==> src/sv/rbd2x_pkg.sv <==
// Shared types and constants for the 2x2 RGBA box downsampler.
package rbd2x_pkg;

    localparam int CFG_W  = 13;   // width of the size registers
    localparam int CH_W   = 8;    // one color channel
    localparam int PAIR_W = 9;    // sum of two channels
    localparam int PIX_W  = 4 * CH_W;
    localparam int LINE_W = 4 * PAIR_W;
    localparam int IDX_W  = 2;    // configuration register index

    typedef enum logic [IDX_W-1:0] {
        REG_SOURCE_WIDTH  = 2'd0,
        REG_SOURCE_HEIGHT = 2'd1
    } cfg_reg_t;

    // Effective image geometry derived from the size registers
    typedef struct packed {
        logic [CFG_W-1:0] w_eff;
        logic [CFG_W-1:0] h_eff;
        logic [CFG_W-2:0] dw_m1;
        logic [CFG_W-2:0] dh_m1;
    } dims_t;

    // Front stage result handed to the vertical stage
    typedef struct packed {
        logic              emit;
        logic              use_line;
        logic              last;
        logic [LINE_W-1:0] pair;
    } front_t;

endpackage

==> src/sv/rbd2x_front.sv <==
// Source position counters, horizontal pairing and line buffer addressing.
module rbd2x_front
    import rbd2x_pkg::*;
#(
    parameter int COL_W = 12
) (
    input  logic               aclk,
    input  logic               aresetn,
    input  logic               restart,
    input  logic               accept,
    input  logic [PIX_W-1:0]   pix,
    input  dims_t              dims,
    output front_t             fr,
    output logic               line_we,
    output logic               line_re,
    output logic [COL_W-2:0]   line_addr
);

    localparam int ADDR_W = COL_W - 1;
    localparam int CW     = ((COL_W > CFG_W) ? COL_W : CFG_W) + 1;

    logic [COL_W-1:0] col_reg, col_next;
    logic [CFG_W-1:0] row_reg, row_next;
    logic [PIX_W-1:0] left_reg, left_next;

    logic              w_one, h_one, col_last, row_last;
    logic              have_pair, store_left, row_drop;
    logic [ADDR_W-1:0] dc;
    logic [LINE_W-1:0] pair;

    always_comb begin
        w_one    = (dims.w_eff == CFG_W'(1));
        h_one    = (dims.h_eff == CFG_W'(1));
        col_last = (CW'(col_reg) + CW'(1)) >= CW'(dims.w_eff);
        row_last = (CW'(row_reg) + CW'(1)) >= CW'(dims.h_eff);
        dc       = col_reg[COL_W-1:1];

        have_pair  = w_one || col_reg[0];
        // an odd width drops its last (even) column
        store_left = !w_one && !col_reg[0] && !(col_last && dims.w_eff[0]);
        // an odd height drops its last (even) row
        row_drop   = row_last && dims.h_eff[0] && !h_one;

        for (int k = 0; k < 4; k++) begin
            if (w_one) begin
                pair[k*PAIR_W +: PAIR_W] = {pix[k*CH_W +: CH_W], 1'b0};
            end else begin
                pair[k*PAIR_W +: PAIR_W] = PAIR_W'(left_reg[k*CH_W +: CH_W])
                                         + PAIR_W'(pix[k*CH_W +: CH_W]);
            end
        end

        line_we   = accept && have_pair && !h_one && !row_drop && !row_reg[0];
        line_re   = accept && have_pair && !h_one && row_reg[0];
        line_addr = dc;

        fr.emit     = have_pair && (h_one || row_reg[0]);
        fr.use_line = !h_one;
        fr.last     = (row_reg[CFG_W-1:1] == dims.dh_m1)
                   && (CW'(dc) == CW'(dims.dw_m1));
        fr.pair     = pair;

        col_next  = col_reg;
        row_next  = row_reg;
        left_next = left_reg;
        if (restart) begin
            col_next  = '0;
            row_next  = '0;
            left_next = '0;
        end else if (accept) begin
            if (store_left) begin
                left_next = pix;
            end
            if (col_last) begin
                col_next = '0;
                row_next = row_last ? '0 : row_reg + CFG_W'(1);
            end else begin
                col_next = col_reg + COL_W'(1);
            end
        end
    end

    always_ff @(posedge aclk) begin
        if (!aresetn) begin
            col_reg  <= '0;
            row_reg  <= '0;
            left_reg <= '0;
        end else begin
            col_reg  <= col_next;
            row_reg  <= row_next;
            left_reg <= left_next;
        end
    end

endmodule

==> config.mk <==
export PLATFORM = sky130hd
export DESIGN_NAME = rbd2x_front
export DESIGN_NICKNAME = d
export VERILOG_FILES = /design/src/sv/rbd2x_pkg.sv /design/src/sv/rbd2x_front.sv
export SDC_FILE = /design/constraint.sdc
export NUM_CORES = 1
export LEC_CHECK = 0
export ABC_AREA = 1
export BUFFER_PORTS_ARGS = -buffer_cell sky130_fd_sc_hd__clkbuf_2
export CAP_MARGIN = 0
export CORE_ASPECT_RATIO = 0.5
export CORE_UTILIZATION = 30
export CTS_BUF_LIST = sky130_fd_sc_hd__clkbuf_16
export CTS_CLUSTER_SIZE = 28
export DETAILED_ROUTE_END_ITERATION = 7
export SLEW_MARGIN = 25
export SYNTH_ARGS = -nofsm -noshare
export SYNTH_HDL_FRONTEND = slang
export SYNTH_SLANG_ARGS = --single-unit
==> constraint.sdc <==
create_clock -name aclk -period 2.25 [get_ports aclk]
set_input_delay 0.45 -clock aclk [delete_from_list [all_inputs] [get_ports aclk]]
set_output_delay 0.45 -clock aclk [all_outputs]
set_load 0.01 [all_outputs]
==> out/results.ini, run 1 <==
[yosys]
synth_flop_cell=dfxtp_1
syn_inst=851
async_flop_share_pct=0
syn_nets=1001
ys_types=34
yosysWarnings=0
synth_edf_count=0
ys_top_cells_by_area=dfxtp_1, nand2_1, ha_1
synth_top_area_share_pct=20.9
syn_area_per_cell_um2=6.43
synth_area_um2=5470
netlist.top_cell.by_area=dfxtp_1
synth_seq_cells=57
ys_seq_area_share_pct=20.9

[detailed_routing]
drc_errors=6
drtAntennaViolNets=0
via_count=6632
drt_wl_total_mm=20.5
wl_per_cell_um=15.1
drt_iter0_drc=265
drt-pass1-iter-count=7
viasPerCell=4.89

[cts]
cts_buffers=9
clk_pin_slew_worst_paths_ns=0.06
clock_latency_ns=0.33
cts.sinks=57
cts_hold_buf=0
ctsHtreeMaxLevel=3
cts_root_buffer=clkbuf_16
clk_path_buf_depth=2
cts_tree=yes

[grt]
first_global_vias=6275
antenna_found_initial=1
grt_usage_pct=20.4
grt_max_degree=45
grt_pass1_wl_mm=30.5
grt_overflow=0

[critical_path]
crit_required_ns=1.80
worstPathArrival_ns=2.57
worstPathMaxFanout=4
path_class=reg -> out
startpoint_type=register
cp-end-kind=output port

[floorplanning]
start_util_pct=31.1
die_h_um=97.5
rows=34
die_area_um2=18800
ios=138
core-area_um2=17600
die_w_um=193

[timing]
rsz0062_at_grt=true
max_slew_margin_pct=48.2
fin_skew_ns=0.00942
period_share_pct=134
slew_viol_final=0
worst-slew-pin-transition_ns=0.777
fmax_mhz=331
finalSetupViolations=72
post-route-min-period_ns=3.02
finalHoldViolCount=0
layout_setup_ws_ns=-0.767

[run]
maxCapViolCount=0

[layout]
fillCellCount=1621
largest_reg_flops=32
drive_above_1_share_pct=54.7
final_cell_mix=nand2_1, clkbuf_2, buf_4
area_growth_pct=75.7
fin_nets=1269
final_area_um2=9610
fin_util_pct=54.6
final_cells=1357
layout_commonest_cell=nand2_1
num_antenna_cells=0

[power_and_ir_drop]
total_power_mw=3.37
peakVddDrop_uv=426
power_density_nw_per_um2=351
p_leak_nw=4.69

[placement]
dp_hpwl_mm=13.7
place_inst=1308
port_buffers=137
place_area_um2=7320
gp_congestion=0.888

[outcome]
status=finished with violations
violations=design-rule violations, negative setup slack

[hold_path]
min_path_type=in -> reg

[report_power, final]
part / switching, mW / internal [mW]
Combinational: 0.506 / 0.427
Clock: 0.485 / 0.902
Sequential: 0.0248 / 1.03
Total: 1.02 / 2.35
[logic make-up (layout without fill, tap and decap cells)]
group / Yosys count / after routing / synth area share [%]
and+or+nand+nor: 391 / 391 / 31.2
buffers and inverters: 157 / 429 / 12.3
AOI/OAI and AO/OA: 135 / 135 / 12.8
adders and majority gates: 64 / 64 / 15.2
DFF: 57 / 57 / 20.9
xor gates and xnor gates: 47 / 47 / 7.66
[synthesized netlist by cell type (all sizes together), types with 2 or more instances]
cell,number
or2,2
clkbuf,7
nor4,4
nand4,18
nand3,85
buf,30
xor2,28
fa,4
a211oi,2
nand2,226
a21oi,91
xnor2,19
nor3,7
o21ai,35
o211ai,5
dfxtp,57
ha,60
nor2,49
inv,119
[final timing paths]
kind                start      endpoint  slack, ns  cells after the start
min reg2reg  left_reg[13]  left_reg[13]       0.47                      2
max reg2reg    col_reg[0]   left_reg[0]      -0.55                     21
min                pix[7]   left_reg[7]       0.39                      3
max            row_reg[1]       line_we      -0.77                     14
[layer usage]
metal  track usage [%]  part of all wire [%]  vias to the layer above
met1              26.0                    44                     3125
met5                 0                 0.063                        -
met3              3.79                   4.7                       33
li1                  -                     -                     3317
met2              35.2                    49                      155
met4              5.17                   1.8                        2
[per-stage QoR]
step / hold WS (ns) / TNS [ns] / setup slack (ns)
2_1_floorplan: 0.443 / -7.77 / -0.175
3_3_place_gp: 0.450 / -25.80 / -0.462
3_5_place_dp: 0.457 / -29.00 / -0.556
4_1_cts: 0.382 / -26.08 / -0.706
5_1_grt: 0.409 / -41.41 / -0.910
6_report: 0.389 / -30.07 / -0.767
[critical path, cell delays in order (launching register included)]
cell and delay [ns]:
dfxtp_4 0.37, inv_4 0.04, nor3_4 0.27, nand3_2 0.17
nor2_4 0.12, xor2_2 0.22, ha_4 0.24, a21oi_2 0.11
o21ai_1 0.08, nor2_1 0.11, nand2_1 0.09, nand2_2 0.08
nand2_2 0.07, a21oi_2 0.13, buf_2 0.13
[what timing repair did]
item	CTS	global route
endpoints found under the setup margin	85	91
pin swaps	74	113
buffers inserted	25	14
gates cloned	6	2
gates resized for setup	230	215
[cell type report]
class | instances | area (µm²) | share of cell area, %
clock inverter | 5 | 45.0 | 0.469
inverter | 120 | 475 | 4.95
tap | 234 | 293 | 3.05
sequential | 57 | 1190 | 12.4
clock buffer | 10 | 250 | 2.60
timing repair buffer | 294 | 2240 | 23.3
multi-input combinational | 637 | 5120 | 53.3
Note: power is estimated with default switching activity, not from simulation.
==> run 2, diff against run 1 <==
Settings changed: CAP_MARGIN 0 to 20, CORE_UTILIZATION 30 to 50, PLACE_DENSITY set to 0.79.
==> out/results.ini, run 2 (synthesis results as in run 1) <==
[critical_path]
cp_common_cell=inv_2
cp-end-kind=register
crit_slowest_cell=dfxtp_4
worstPathMaxFanout=5
crit_chain=ha_4 -> nand2_2 -> inv_2 -> nand4_1 -> nor2_2 -> nand2_1 -> xor2_1 -> inv_2 -> ha_4 -> nand2_2 -> inv_2 -> nand3_1 -> nor2_1 -> nand2_1 -> nand3_4 -> nand2_4 -> buf_12 -> nand2_8 -> clkbuf_16 -> nand2_4 -> a21oi_2
crit_required_ns=2.52
critical-path-max-stage-delay_ns=0.37
startpoint_type=register
path_buf_inv=5
worstPathArrival_ns=3.79
cp_top_family=simple AND/OR/NAND/NOR gates
path_class=reg -> reg

[power_and_ir_drop]
total_power_mw=3.47
power_density_nw_per_um2=363
peakVddDrop_uv=428
p_leak_nw=4.65

[detailed_routing]
viasPerCell=6.64
drtAntennaViolNets=0
drt_iter0_drc=1052
via_count=8285
drt-pass1-iter-count=6
wl_per_cell_um=25.1
drt_wl_total_mm=31.3
drc_errors=0

[outcome]
violations=negative setup slack
status=finished with violations

[cts]
clk_path_buf_depth=2
cts_hold_buf=0
ctsHtreeMaxLevel=3
clock_latency_ns=0.35
cts_buffers=9
cts.sinks=57
clk_pin_slew_worst_paths_ns=0.06
cts_root_buffer=clkbuf_16
cts_tree=yes

[placement]
port_buffers=137
dp_hpwl_mm=12.6
place_inst=1193
pre_cts_slack_ns=-0.510
gp_congestion=0.965

[layout]
num_antenna_cells=0
largest_reg_flops=32
drive_above_1_share_pct=57.1
area_growth_pct=74.5
final_cells=1248
layout_commonest_cell=nand2_1
fin_nets=1253
final_cell_mix=nand2_1, clkbuf_2, buf_4

[floorplanning]
rows=26
die_w_um=150
start_util_pct=52.6
die_h_um=76.0
die_area_um2=11400
ios=138
core-area_um2=10400

[timing]
worst-slew-pin-transition_ns=0.986
period_share_pct=156
slew_viol_final=0
layout_setup_ws_ns=-1.27
whs_ns=0.396
rsz0062_at_grt=true
fmax_mhz=284
fin_skew_ns=0.0131
finalSetupViolations=85
finalHoldViolCount=0
post-route-min-period_ns=3.52
max_slew_margin_pct=34.1

[grt]
grt_max_degree=35
grt_overflow=0
grt_pass1_wl_mm=34.2
grt_usage_pct=37.8
antenna_found_initial=0
first_global_vias=7194

[hold_path]
min_path_type=in -> reg

[run]
maxCapViolCount=0

-- run 2: layout make-up --
class                           count  area (µm²)
Clock buffer                       10         250
Timing Repair Buffer              278        2170
Tap cell                          140         175
Multi-Input combinational cell    637        5270
Fill cell                         344         860
Inverter                          120         468
Clock inverter                      6        32.5
Sequential cell                    57        1190
-- run 2: worst paths after layout --
kind | startpoint | end | slack (ns) | cells after the start
setup / recovery | col_reg[1] | left_reg[14] | -1.27 | 21
setup reg to reg | col_reg[1] | left_reg[14] | -1.27 | 21
hold reg to reg | left_reg[16] | left_reg[16] | 0.49 | 2
hold / removal | pix[30] | left_reg[30] | 0.40 | 3
-- run 2: per-layer routing --
metal  share of wire [%]  vias up  GRT usage, %
met1                  32     3696          42.7
met5                   0        -             0
li1                    -     3288             -
met3                  16      378          8.56
met2                  43      923          66.8
met4                 9.5        0          18.9
-- run 2: where the power goes --
part | total, mW | internal (mW) | switching [mW]
combinational | 1.03 | 0.426 | 0.603
clock | 1.39 | 0.802 | 0.587
sequential | 1.05 | 1.02 | 0.0268
-- run 2: what timing repair did --
action                                  in CTS  in global routing
endpoints found under the setup margin      80                 90
pin swaps                                   88                123
buffers inserted                            23                 20
cloned                                       7                  3
resized for setup                          189                274
-- run 2: worst reg2reg max path, stage by stage, from the launching register on --
cell and delay [ns]:
dfxtp_4 0.37, ha_4 0.15, nand2_2 0.09, inv_2 0.10, nand4_1 0.26, nor2_2 0.27
nand2_1 0.12, xor2_1 0.27, inv_2 0.10, ha_4 0.30, nand2_2 0.05, inv_2 0.08
nand3_1 0.07, nor2_1 0.13, nand2_1 0.14, nand3_4 0.14, nand2_4 0.10, buf_12 0.15
nand2_8 0.12, clkbuf_16 0.19, nand2_4 0.05, a21oi_2 0.17
-- run 2: through the flow --
step	cell area, µm²	util [%]	setup TNS (ns)
3_5_place_dp	7090	68.1	-27.20
2_1_floorplan	5590	-	-7.77
6_report	9550	91.7	-72.21
5_1_grt	9550	91.7	-76.59
4_1_cts	8400	80.7	-28.42
3_3_place_gp	7090	68.1	-19.20
